## config.mk

```make
export PLATFORM = sky130hd
export DESIGN_NAME = mdet_mulmod
export DESIGN_NICKNAME = d
export VERILOG_FILES = /design/src/hw/rtl/modular_determinant_core_macros.svh /design/src/hw/rtl/mdet_pkg.sv /design/src/hw/rtl/mdet_mulmod.sv
export SDC_FILE = /design/constraint.sdc
export NUM_CORES = 1
export LEC_CHECK = 0
export ABC_CLOCK_PERIOD_IN_PS = 17000
export BUFFER_PORTS_ARGS = -buffer_cell sky130_fd_sc_hd__buf_2
export CAP_MARGIN = 20
export CORE_MARGIN = 4
export CORE_UTILIZATION = 24
export DETAILED_ROUTE_END_ITERATION = 6
export PLACE_DENSITY = 0.5
export SYNTH_ARGS = -nofsm -noshare
export SYNTH_HDL_FRONTEND = slang
export SYNTH_SLANG_ARGS = --single-unit
```

## constraint.sdc

```tcl
create_clock -name i_clk -period 17 [get_ports i_clk]
set_input_delay 1.7 -clock i_clk [delete_from_list [all_inputs] [get_ports i_clk]]
set_output_delay 1.7 -clock i_clk [all_outputs]
set_load 0.01 [all_outputs]
```

## src/hw/rtl/modular_determinant_core_macros.svh

```systemverilog
// Assertion helpers shared by the RTL.
`ifndef MODULAR_DETERMINANT_CORE_MACROS_SVH
`define MODULAR_DETERMINANT_CORE_MACROS_SVH

// Same-cycle implication, disabled while reset is asserted
`define MDET_ASSERT_NOW(lbl, ante, cons, msg) \
    lbl: assert property (@(posedge i_clk) disable iff (!i_rst_n) (ante) |-> (cons)) \
        else $error(msg);

// Next-cycle implication, disabled while reset is asserted
`define MDET_ASSERT_NEXT(lbl, ante, cons, msg) \
    lbl: assert property (@(posedge i_clk) disable iff (!i_rst_n) (ante) |=> (cons)) \
        else $error(msg);

`endif

```

## src/hw/rtl/mdet_pkg.sv

```systemverilog
`timescale 1ns / 1ps

package mdet_pkg;

    // Field widths
    localparam int DATA_W  = 31;
    localparam int ENTRY_W = 32;
    localparam int ORDER_W = 7;

    // Default largest matrix order
    localparam int DEF_MAX_ORDER = 64;

    // Configuration register indexes
    typedef logic [0:0] t_cfg_idx;
    localparam t_cfg_idx CFG_MODULUS = 1'b0;
    localparam t_cfg_idx CFG_ORDER   = 1'b1;

    // Reset values of the registers
    localparam logic [DATA_W-1:0]  RST_MODULUS = DATA_W'(79);
    localparam logic [ORDER_W-1:0] RST_ORDER   = ORDER_W'(1);

endpackage

```

## src/hw/rtl/mdet_mulmod.sv

```systemverilog
`timescale 1ns / 1ps

// Bit-serial modular multiplier: res = (a * b) mod p, MSB of b first.
// Requires a < p. One bit of b per cycle, done pulses after ENTRY_W steps.
module mdet_mulmod (
    input  logic                          i_clk,
    input  logic                          i_rst_n,
    input  logic                          i_start,
    input  logic [mdet_pkg::DATA_W-1:0]   i_a,
    input  logic [mdet_pkg::ENTRY_W-1:0]  i_b,
    input  logic [mdet_pkg::DATA_W-1:0]   i_p,
    output logic                          o_done,
    output logic [mdet_pkg::DATA_W-1:0]   o_res
);
    import mdet_pkg::*;

    localparam int CNT_W = $clog2(ENTRY_W);

    logic                r_act, n_act;
    logic                r_done, n_done;
    logic [CNT_W-1:0]    r_cnt, n_cnt;
    logic [DATA_W-1:0]   r_a, n_a;
    logic [ENTRY_W-1:0]  r_b, n_b;
    logic [DATA_W-1:0]   r_p, n_p;
    logic [DATA_W-1:0]   r_acc, n_acc;

    logic [DATA_W:0]     dbl;
    logic [DATA_W-1:0]   dbl_red;
    logic [DATA_W:0]     sum;

    // One shift-and-add step with two conditional subtracts
    always_comb begin
        dbl     = {r_acc, 1'b0};
        dbl_red = (dbl >= {1'b0, r_p}) ? DATA_W'(dbl - {1'b0, r_p}) : dbl[DATA_W-1:0];
        sum     = {1'b0, dbl_red} + (r_b[ENTRY_W-1] ? {1'b0, r_a} : '0);
        if (sum >= {1'b0, r_p}) begin
            sum = sum - {1'b0, r_p};
        end
    end

    // Sequencing
    always_comb begin
        n_act  = r_act;
        n_done = 1'b0;
        n_cnt  = r_cnt;
        n_a    = r_a;
        n_b    = r_b;
        n_p    = r_p;
        n_acc  = r_acc;
        if (i_start) begin
            n_act = 1'b1;
            n_cnt = '0;
            n_a   = i_a;
            n_b   = i_b;
            n_p   = i_p;
            n_acc = '0;
        end else if (r_act) begin
            n_acc = sum[DATA_W-1:0];
            n_b   = {r_b[ENTRY_W-2:0], 1'b0};
            n_cnt = r_cnt + 1'b1;
            if (r_cnt == CNT_W'(ENTRY_W - 1)) begin
                n_act  = 1'b0;
                n_done = 1'b1;
            end
        end
    end

    always_ff @(posedge i_clk) begin
        if (!i_rst_n) begin
            r_act  <= 1'b0;
            r_done <= 1'b0;
            r_cnt  <= '0;
        end else begin
            r_act  <= n_act;
            r_done <= n_done;
            r_cnt  <= n_cnt;
        end
        r_a   <= n_a;
        r_b   <= n_b;
        r_p   <= n_p;
        r_acc <= n_acc;
    end

    assign o_done = r_done;
    assign o_res  = r_acc;

endmodule

```

==> flow_metrics.env <==
export IMPL_die_area_mm2=0.04700
export IMPL_antenna_left=0
export IMPL_worst_pin_slew_ns=0.8625
export IMPL_synth_edf_count=94
export IMPL_regToRegStartpoint="r_p[0]"
export IMPL_worstPathRequired_ns=17.35
export IMPL_yosysUniqueCellTypes=81
export IMPL_crit_top_cell="a21o_1"
export IMPL_start_util_pct=24.29
export IMPL_drt_pass1_iterations=5
export IMPL_grt_pass1_vias=8612
export IMPL_combPwrFrac_pct=61.0
export IMPL_hold_start="r_cnt[4]"
export IMPL_status="finished clean"
export IMPL_finalNetCount=1418
export IMPL_drt_iter0_markers=465
export IMPL_ys_seq_area_share_pct=34.25
export IMPL_synth_ff_type="edfxtp_1"
export IMPL_drv_cap=0
export IMPL_switching_share_pct=45.61
export IMPL_overflow=0
export IMPL_layout_common_cells="buf_2, a21oi_1, nor2_1"
export IMPL_dp_hpwl_mm=24.58
export IMPL_start_kind="register"
export IMPL_p_int_w=0.001095
export IMPL_async_flop_share_pct=0
export IMPL_power_frac_clock_pct=18.2
export IMPL_relSlewSlack_pct=42.50
export IMPL_max_freq_mhz=110.4
export IMPL_crit_slowest_cell="fa_1"
export IMPL_cts_max_level=4
export IMPL_core_mm2=0.04308
export IMPL_cp_endpoint="o_res[28]"
export IMPL_crit_start="r_p[0]"
export IMPL_viasPerCell=4.790
export IMPL_num_vias=8727
export IMPL_root_buffer="clkbuf_16"
export IMPL_synth_warning_count=0
export IMPL_skew_ns=0.01279
export IMPL_hold_viol_final=0
export IMPL_cts_made_buffers=17
export IMPL_fin_setup_tns_ns=0
export IMPL_wl_per_cell_um=17.36
export IMPL_netlist_instances=1117
export IMPL_cts_sinks=132
export IMPL_area_growth_pct=17.22
export IMPL_final_cell_area_mm2=0.01227
export IMPL_drive_above_1_share_pct=20.06
export IMPL_dpl_instance_area_mm2=0.01169
export IMPL_critical_path_max_fanout=46
export IMPL_clock_latency_ns=0.45
export IMPL_min_path_type="reg -> reg"
export IMPL_timing_final_crit_share_pct=53.31
export IMPL_p_seq_share_pct=20.8
export IMPL_p_per_area_mw_per_mm2=164.1
export IMPL_synth_area_mm2=0.01046
export IMPL_crit_type="reg -> reg"
export IMPL_whs_ns=0.5184
export IMPL_critPathCaptureType="register"
export IMPL_final_common_cell="buf_2"
export IMPL_drv_slew=0
export IMPL_switching_power_w=0.0009180
export IMPL_max_stage_delay_ns=0.46
export IMPL_layout_min_cycle_time_ns=9.062
export IMPL_worst_ep_arrival_time_ns=9.41
export IMPL_ys_ff_latch=132
export IMPL_cts_setup_buffers=0
export IMPL_power_leakage_nw=5.187
export IMPL_die_h_um=216.8
export IMPL_grt_max_degree=69
export IMPL_reg2reg_depth=31
export IMPL_route_detailed_drc=0
export IMPL_rr_endpoint="o_res[28]"
export IMPL_clkTransAtPathRegs_ns=0.07
export IMPL_die_x_um=216.8
export IMPL_cts_resized=0
export IMPL_r2r_slack_ns=7.94
export IMPL_postCtsHoldBufs=0
export IMPL_ir_drop_mv=0.09602
export IMPL_clock_path_buffers=2
export IMPL_routed_wl_mm=31.64
export IMPL_synth_fp_nets=1312
export IMPL_cts_tree="done"
export IMPL_row_count=76
export IMPL_grt_pass1_wl_mm=48.96
export IMPL_fill_cells=4578
export IMPL_port_buffers=128
export IMPL_syn_avg_cell_area_um2=9.368
export IMPL_top_level_ports=129
export IMPL_antenna_found_initial=1
export IMPL_setup_viol=0
export IMPL_rsz0062_at_grt="no"
export IMPL_grt_use_total_pct=13.34
export IMPL_routabilityCongestion=0.8622
## metal layers
layer / GRT usage (%) / part of all wire (%)
met5: 0 / 0
met4: 3.968 / 1.8
met3: 3.267 / 4.9
met2: 21.98 / 47
met1: 17.36 / 47
## registers in the layout (all words and copies together), names as in the netlist
| name | flops |
|---|---|
| r_b | 32 |
| r_p | 31 |
| r_a | 31 |
| o_res | 31 |
| o_done | 1 |
| r_act | 1 |
| r_cnt | 5 |
## worst min path at each step
stage | to | slack (ns) | cells after the start
after floorplan | r_cnt[4] | 0.47 | 2
after global placement | r_cnt[4] | 0.48 | 2
after detailed placement | r_cnt[4] | 0.50 | 2
after CTS | r_cnt[4] | 0.52 | 2
after global routing | r_cnt[3] | 0.53 | 2
final | r_cnt[4] | 0.52 | 2
## power groups by stage
| stage | Sequential (W) | Combinational [W] | Clock [W] |
|---|---|---|---|
| after floorplan | 0.000421 | 0.000929 | 0 |
| after global placement | 0.000425 | 0.00121 | 0 |
| after detailed placement | 0.000426 | 0.00122 | 0 |
| after CTS | 0.000419 | 0.00123 | 0.000380 |
| after global routing | 0.000423 | 0.00136 | 0.000393 |
| final | 0.000418 | 0.00123 | 0.000367 |
## critical path: cells and delay by family, from the launching register on
family | cells | cell delay (ns)
AOI/OAI and AO/OA | 18 | 4.57
adders and majority gates | 3 | 1.25
buffers and inverters | 4 | 1.11
and+or+nand+nor | 3 | 0.76
muxes | 2 | 0.50
DFF | 1 | 0.39
xor gates and xnor gates | 1 | 0.31
## through the flow
step	setup WS, ns	utilization, %	instances	power, W
global placement	8.128	27.13	1788	0.001639
detailed placement	8.035	27.13	1788	0.001645
floorplan	9.769	-	1117	0.001349
global route	7.340	28.47	1821	0.002175
finish	7.938	28.47	1822	0.002013
CTS	7.945	28.46	1820	0.002025
## synth_stat cells, types with 17 or more instances
master / count / area [µm²]
dfxtp_1: 38 / 760.7
a211oi_1: 33 / 247.7
xor2_1: 27 / 236.5
nand2_1: 68 / 255.2
a21o_1: 27 / 202.7
xnor2_1: 51 / 446.7
clkbuf_1: 39 / 146.4
nand3_1: 19 / 95.09
o21a_1: 18 / 135.1
ha_1: 95 / 1189
nor2_1: 96 / 360.4
o21ai_0: 39 / 195.2
nor3_1: 17 / 85.08
inv_1: 47 / 176.4
mux2_2: 57 / 641.9
and2_1: 42 / 262.8
edfxtp_1: 94 / 2823
a21oi_1: 97 / 485.5
## final cells by class
cell class                 instances  area [µm²]  area share, %
sequential                       132        3585          29.23
inverter                          48       180.2          1.469
tap                              585       732.0          5.968
multi-input combinational        889        6501          53.00
timing repair buffer             135       693.2          5.651
clock buffer                      17       425.4          3.468
clock inverter                    15       146.4          1.194
antenna                            1       2.502        0.02040
## logic make-up after synthesis
logic type | count (synthesis) | synth area share [%]
adder cells (fa/ha/maj) | 98 | 11.93
buffers and inverters | 96 | 3.695
AO/OA/AOI/OAI | 316 | 20.52
flip-flops | 132 | 34.25
AND/OR/NAND/NOR | 329 | 15.88
multiplexers | 68 | 7.198
XOR/XNOR | 78 | 6.529
(Power assumes the default switching activity.)
